<file path="src/rtl/assert_macros.svh">
// ---------------------------------------------------------------------------
// assertion helpers shared by the rtl
// each macro expects clk and rst_n in the enclosing scope
// ---------------------------------------------------------------------------
`ifndef ASSERT_MACROS_SVH
`define ASSERT_MACROS_SVH

// consequent must hold in the same cycle as the antecedent
`define ASSERT_IMPLY(label, ante, cons) \
    label: assert property (@(posedge clk) disable iff (!rst_n) (ante) |-> (cons)) \
        else $error("assertion failed: same-cycle implication");

// consequent must hold in the cycle after the antecedent
`define ASSERT_NEXT(label, ante, cons) \
    label: assert property (@(posedge clk) disable iff (!rst_n) (ante) |=> (cons)) \
        else $error("assertion failed: next-cycle implication");

`endif

</file>
<file path="src/rtl/fba_divider.sv">
// ---------------------------------------------------------------------------
// fba_divider
// two-lane signed by unsigned restoring divider, one quotient bit per cycle,
// quotient truncated toward zero
// ---------------------------------------------------------------------------
module fba_divider #(
    parameter int SUM_BITS   = 32,
    parameter int COUNT_BITS = 16,
    parameter int QUOT_BITS  = 16
) (
    input  logic                        clk,
    input  logic                        rst_n,
    input  logic                        start,
    input  logic signed [SUM_BITS-1:0]  dividend_re,
    input  logic signed [SUM_BITS-1:0]  dividend_im,
    input  logic [COUNT_BITS-1:0]       divisor,
    output logic                        done,
    output logic signed [QUOT_BITS-1:0] quotient_re,
    output logic signed [QUOT_BITS-1:0] quotient_im
);

    localparam int STEP_BITS = $clog2(SUM_BITS);
    localparam logic [STEP_BITS-1:0] LAST_STEP = STEP_BITS'(SUM_BITS - 1);

    typedef enum logic [0:0] {
        DV_IDLE,
        DV_RUN
    } dv_state_t;

    dv_state_t              state_reg;
    logic [STEP_BITS-1:0]   step_reg;
    logic                   done_reg;
    logic [COUNT_BITS-1:0]  divisor_reg;
    logic                   neg_re_reg;
    logic                   neg_im_reg;
    logic [SUM_BITS-1:0]    quo_re_reg;
    logic [SUM_BITS-1:0]    quo_im_reg;
    logic [COUNT_BITS-1:0]  rem_re_reg;
    logic [COUNT_BITS-1:0]  rem_im_reg;

    logic [COUNT_BITS+SUM_BITS-1:0] step_re;
    logic [COUNT_BITS+SUM_BITS-1:0] step_im;
    logic [SUM_BITS-1:0]            mag_re;
    logic [SUM_BITS-1:0]            mag_im;
    logic [SUM_BITS-1:0]            fix_re;
    logic [SUM_BITS-1:0]            fix_im;

    // shift one dividend bit into the remainder, subtract when it fits
    function automatic logic [COUNT_BITS+SUM_BITS-1:0] div_step(
        input logic [COUNT_BITS-1:0] rem,
        input logic [SUM_BITS-1:0]   quo,
        input logic [COUNT_BITS-1:0] dvs
    );
        logic [COUNT_BITS:0] trial;
        logic                fit;
        trial = {rem, quo[SUM_BITS-1]};
        fit   = (trial >= {1'b0, dvs});
        if (fit)
        begin
            trial = trial - {1'b0, dvs};
        end
        return {trial[COUNT_BITS-1:0], quo[SUM_BITS-2:0], fit};
    endfunction

    always_comb
    begin
        step_re = div_step(rem_re_reg, quo_re_reg, divisor_reg);
        step_im = div_step(rem_im_reg, quo_im_reg, divisor_reg);
        mag_re  = dividend_re[SUM_BITS-1] ? (~dividend_re + 1'b1) : dividend_re;
        mag_im  = dividend_im[SUM_BITS-1] ? (~dividend_im + 1'b1) : dividend_im;
        fix_re  = neg_re_reg ? (~quo_re_reg + 1'b1) : quo_re_reg;
        fix_im  = neg_im_reg ? (~quo_im_reg + 1'b1) : quo_im_reg;
    end

    always_ff @(posedge clk or negedge rst_n)
    begin
        if (!rst_n)
        begin
            state_reg <= DV_IDLE;
            step_reg  <= '0;
            done_reg  <= 1'b0;
        end
        else
        begin
            case (state_reg)
                DV_IDLE:
                begin
                    done_reg <= 1'b0;
                    if (start)
                    begin
                        state_reg <= DV_RUN;
                        step_reg  <= '0;
                    end
                end
                DV_RUN:
                begin
                    step_reg <= step_reg + 1'b1;
                    done_reg <= (step_reg == LAST_STEP);
                    if (step_reg == LAST_STEP)
                    begin
                        state_reg <= DV_IDLE;
                    end
                end
                default:
                begin
                    state_reg <= DV_IDLE;
                    done_reg  <= 1'b0;
                end
            endcase
        end
    end

    always_ff @(posedge clk)
    begin
        if (state_reg == DV_IDLE && start)
        begin
            divisor_reg <= divisor;
            neg_re_reg  <= dividend_re[SUM_BITS-1];
            neg_im_reg  <= dividend_im[SUM_BITS-1];
            quo_re_reg  <= mag_re;
            quo_im_reg  <= mag_im;
            rem_re_reg  <= '0;
            rem_im_reg  <= '0;
        end
        else if (state_reg == DV_RUN)
        begin
            rem_re_reg <= step_re[COUNT_BITS+SUM_BITS-1:SUM_BITS];
            quo_re_reg <= step_re[SUM_BITS-1:0];
            rem_im_reg <= step_im[COUNT_BITS+SUM_BITS-1:SUM_BITS];
            quo_im_reg <= step_im[SUM_BITS-1:0];
        end
    end

    assign done        = done_reg;
    assign quotient_re = signed'(fix_re[QUOT_BITS-1:0]);
    assign quotient_im = signed'(fix_im[QUOT_BITS-1:0]);

endmodule

</file>
<file path="config.mk">
export PLATFORM = sky130hd
export DESIGN_NAME = fba_divider
export DESIGN_NICKNAME = d
export VERILOG_FILES = /design/src/rtl/assert_macros.svh /design/src/rtl/fba_divider.sv
export SDC_FILE = /design/constraint.sdc
export NUM_CORES = 1
export LEC_CHECK = 0
export BUFFER_PORTS_ARGS = -buffer_cell sky130_fd_sc_hd__clkbuf_2
export CAP_MARGIN = 20
export CORE_ASPECT_RATIO = 1.4
export CORE_UTILIZATION = 50
export CTS_CLUSTER_DIAMETER = 100
export DETAILED_ROUTE_END_ITERATION = 8
export HOLD_SLACK_MARGIN = 0.02
export PLACE_DENSITY = 0.71
export SYNTH_ARGS = -nofsm -noshare
export SYNTH_HDL_FRONTEND = slang
export SYNTH_SLANG_ARGS = --single-unit
</file>
<file path="constraint.sdc">
create_clock -name clk -period 8.2 [get_ports clk]
set_input_delay 1.23 -clock clk [delete_from_list [all_inputs] [get_ports clk]]
set_output_delay 1.23 -clock clk [all_outputs]
set_load 0.02 [all_outputs]
</file>
Word level (Yosys, flattened, before mapping)
Cells that the tools add are included.

Output and inout port bits: 33. Bits of input ports: 83. Bits in registers: 121.

Bitwise operators: 5. Equal/unequal tests: 2. Add/subtract/negate cells: 7. Mux-type cells: 16. $lt $le $gt $ge: 2. Reduce and logical (&&, ||, !) cells: 2.

Operator list (number): two-way mux 32 bit (6); adder 32 x 1 -> 32 bit, second input constant (2); two-way mux 16 bit (4); NOT 32 bit (2); greater-or-equal comparator 17 x 16 -> 1 bit (2); adder 16 x 1 -> 16 bit, second input constant (2); NOT 16 bit (2); subtractor 16 bit (2); case mux 5 bit (2 select lines) (1); adder 5 x 1 -> 5 bit, second input constant (1); == test 5 bit, second input constant (1); two-way mux 5 bit (1); case mux 1 bit (2 select lines) (2); two-way mux 1 bit (2); inequality test 2 bit, second input constant (1); nonzero test 2 bit (1); logical AND 1 bit (1); NOT 1 bit (1).

Logic depth before layout (Yosys ltp)
Depth in word-level cells: 4. Mapped depth: 12.

Least setup slack after synthesis
Ideal clock, no wire load.

Kind: input to register. From: input dividend_re[0]. To: register quo_re_reg[26] (data pin). Required time: 7.931 ns. Cell stages on the path: 10. Slack: 4.573 ns. Arrival: 3.358 ns. Path through: inv_1 > ha_1 > or3b_1 > nor4_1 > nand3_1 > or2_1 > or4_1 > o21ai_1 > xor2_1 > o21ai_0.

Word-level cells in the longest chain between the ends: 4.

RTL lines: start, declared (RTL line fba_divider.sv:14) `input logic signed [SUM_BITS-1:0] dividend_re,`; NOT 32 bit (RTL line fba_divider.sv:69) `mag_re = dividend_re[SUM_BITS-1] ? (~dividend_re + 1'b1) : dividend_re;`; adder 32 x 1 -> 32 bit (RTL line fba_divider.sv:69); two-way mux 32 bit (RTL line fba_divider.sv:69); two-way mux 32 bit (RTL line fba_divider.sv:115) `if (state_reg == DV_IDLE && start)`; end signal, assigned (RTL line fba_divider.sv:120) `quo_re_reg <= mag_re;`; end signal, assigned (RTL line fba_divider.sv:128) `quo_re_reg <= step_re[SUM_BITS-1:0];`; end, declared (RTL line fba_divider.sv:36) `logic [SUM_BITS-1:0] quo_re_reg;`.

No other way between the ends. A chain may end at the register's enable or synchronous reset.

Final worst setup path
From: register quo_re_reg[2]. To: output quotient_re[13].

Word-level cells in the longest chain between the ends: 3.

RTL lines: NOT 16 bit (RTL line fba_divider.sv:71) `fix_re = neg_re_reg ? (~quo_re_reg + 1'b1) : quo_re_reg;`; adder 16 x 1 -> 16 bit (RTL line fba_divider.sv:71); two-way mux 16 bit (RTL line fba_divider.sv:71); end, declared (RTL line fba_divider.sv:18) `output logic signed [QUOT_BITS-1:0] quotient_re,`.

No other way between the ends.

==> impl_metrics.tcl <==
set metrics [dict create \
    status "complete, no violations" \
    synthCells 877 \
    rsz0062_at_grt "false" \
    syn_to_final_growth_pct 15.95 \
    path_clk_slew_ns 0.05 \
    min-delay-start "rem_re_reg[15]$_SDFFE_PP0P_" \
    synth_fp_nets 1000 \
    cts_buffer_depth 2 \
    grt_pass1_vias 6226 \
    fmax_mhz 239.0 \
    ios 116 \
    synth_async_sr_flop_share_pct 5.785 \
    layout_commonest_cell "nand2_1" \
    critPathMaxFanout 4 \
    via_count 6630 \
    critPathLaunchType "flip-flop" \
    post_drt_wl_per_cell_um 15.16 \
    ys_seq_area_share_pct 40.19 \
    numCtsBuffers 17 \
    grt_first_pass_wirelength_mm 29.40 \
    drt-total-wl_mm 18.05 \
    min_path_type "flip-flop to flip-flop" \
    cts-resized-gates 0 \
    drv_slew 0 \
    setup_tns_ns 0 \
    root_buffer "clkbuf_16" \
    worstReg2RegStart "divisor_reg[1]$_DFFE_PP_" \
    firstDrtPassIters 5 \
    core_um2 15740 \
    whs_ns 0.4757 \
    die_h_um 153.1 \
    fin_worst_skew_ns 0.008852 \
    fin_crit_sh_pct 51.02 \
    dp.cells 1159 \
    drc 0 \
    n_antenna_cell 0 \
    antenna_found_initial 0 \
    cp_slowest_cell "or3b_2" \
    avgSynthCellArea_um2 9.301 \
    portBuffers 115 \
    postRouteAntennaNets 0 \
    netlist_area_um2 8157 \
    final_cell_count_no_fill 1191 \
    finalSetupViolations 0 \
    drive_above_1_share_pct 17.19 \
    layout.nets 1105 \
    hold_buffers 0 \
    grt_max_degree 128 \
    synthDistinctLibCells 67 \
    htreeDepth 4 \
    final_cell_mix "131 x nand2_1, 115 x clkbuf_2, 113 x o21ai_0, 82 x edfxtp_1, 67 x xor2_1" \
    crit_buf_inv 1 \
    drt_iter0_markers 369 \
    p_leak_nw 4.099 \
    crit_family "simple AND/OR/NAND/NOR gates" \
    gp_congestion 0.8434 \
    synth_edf_count 82 \
    dpl.hpwl_mm 13.21 \
    worst_setup_path_end_kind "output port" \
    final.min_clock_period_ns 4.183 \
    critPathLaunch "quo_re_reg[2]$_DFFE_PP_" \
    num_rows 54 \
    grt_usage_pct 22.58 \
    post_drt_via_cell_ratio 5.567 \
    max_cap_viol_count 0 \
    slowest_delay_ns 0.51 \
    cts_tree "built" \
    ys_warn_count 0 \
    ir_worst_vdd_mv 0.2091 \
    grt.overflow.total 0 \
    finalHoldViolations 0 \
    die_area_um2 16840 \
    maxSlewHeadroom_pct 31.01 \
    post-cts-setup-buffer-count 0 \
    clock-sinks 121 \
    crit_chain "or3_1 > or3b_2 > or4_1 > o41ai_1 > xnor2_1 > clkbuf_2" \
    die_w_um 109.9 \
    ys_seq_elements 121 \
    power_density_nw_per_um2 377.6 \
    worstPathArrival_ns 2.95 \
    clock_latency_ns 0.42 \
    worstSetupPathType "flip-flop to output port" \
    cp_data_required_time_ns 6.97 \
    ys_dominant_reg_cell "edfxtp_1" \
    tightest_slew_ns 1.035 \
    start_util_pct 51.81 \
]
## worst paths after layout
kind / end / slack [ns] / cells past startpoint
max: quotient_re[13] / 4.02 / 6
min: rem_re_reg[15]$_SDFFE_PP0P_ / 0.48 / 1
max in group asynchronous: step_reg[0]$_DFFE_PN0P_ / 7.40 / 1
min reg2reg: rem_re_reg[15]$_SDFFE_PP0P_ / 0.48 / 1
min in group asynchronous: state_reg$_DFF_PN0_ / 0.63 / 1
max reg2reg: rem_im_reg[7]$_SDFFE_PP0P_ / 4.55 / 11
## through the flow
step	utilization [%]	worst slack (ns)	area, um^2	total power [mW]
after detailed placement	56.23	4.016	8852	2.810
final	60.08	4.017	9458	3.571
after CTS	60.08	3.987	9458	3.595
after floorplan	-	4.573	8157	2.416
after global routing	60.08	3.884	9458	3.846
after global placement	56.23	4.154	8852	2.772
## cell families (layout without fill, tap and decap cells)
| family | count (synthesis) | count (layout) | share of synthesized area, % |
|---|---|---|---|
| buffers and inverters | 75 | 193 | 3.973 |
| adders and majority gates | 40 | 40 | 6.320 |
| xor gates and xnor gates | 111 | 111 | 11.92 |
| muxes | 22 | 22 | 2.746 |
| AOI/OAI and AO/OA | 248 | 248 | 19.01 |
| DFF | 121 | 121 | 40.19 |
| and+or+nand+nor | 260 | 260 | 15.85 |
## worst reg2reg max path: stages (launching register included)
cell and delay (ns):
edfxtp_1 0.46, inv_1 0.12, ha_1 0.34, nor2b_1 0.16, o31a_1 0.27, o31ai_1 0.30
and3b_1 0.28, a221oi_1 0.13, a2111oi_4 0.60, buf_4 0.34, mux2_2 0.37, a22o_1 0.17
## final cells by class
cell class | count | area (um^2)
Fill cell | 1412 | 6285
Multi-Input combinational cell | 681 | 4562
Sequential cell | 121 | 3278
Timing Repair Buffer | 120 | 613.1
Clock buffer | 22 | 454.2
Tap cell | 196 | 245.2
Inverter | 41 | 153.9
Clock inverter | 10 | 151.4
## power by group
group | switching (mW) | internal [mW] | leakage [nW]
Sequential | 0.203 | 1.01 | 1.17
Clock | 0.259 | 0.512 | 0.295
Combinational | 0.897 | 0.692 | 2.63
Total | 1.36 | 2.21 | 4.10
## Yosys cell counts (8+ instances only)
cell | number | area (um^2)
nor2_1 | 34 | 127.6
nor3_1 | 13 | 65.06
clkbuf_1 | 21 | 78.83
edfxtp_1 | 82 | 2462
o21ai_1 | 10 | 50.05
o31ai_1 | 31 | 232.7
or4_1 | 8 | 60.06
a21oi_1 | 33 | 165.2
dfxtp_1 | 32 | 640.6
or3_1 | 8 | 50.05
nand3_1 | 11 | 55.05
o41ai_1 | 9 | 78.83
o21ai_0 | 113 | 565.5
xor2_1 | 67 | 586.8
ha_1 | 38 | 475.5
nand2_1 | 131 | 491.7
nor2b_1 | 11 | 68.82
mux2i_1 | 19 | 190.2
inv_1 | 40 | 150.1
xnor2_1 | 44 | 385.4
a22o_1 | 11 | 96.34
## metal layers
layer	wire (um)	global-route usage, %	vias up	part of all wire [%]
li1	-	-	3395	-
met1	7682	26.42	3095	43
met2	9459	40.18	120	52
met3	655	4.478	20	3.6
met4	255	7.683	0	1.4
met5	0	0	-	0
No activity file was read; power rests on OpenSTA's default activity.
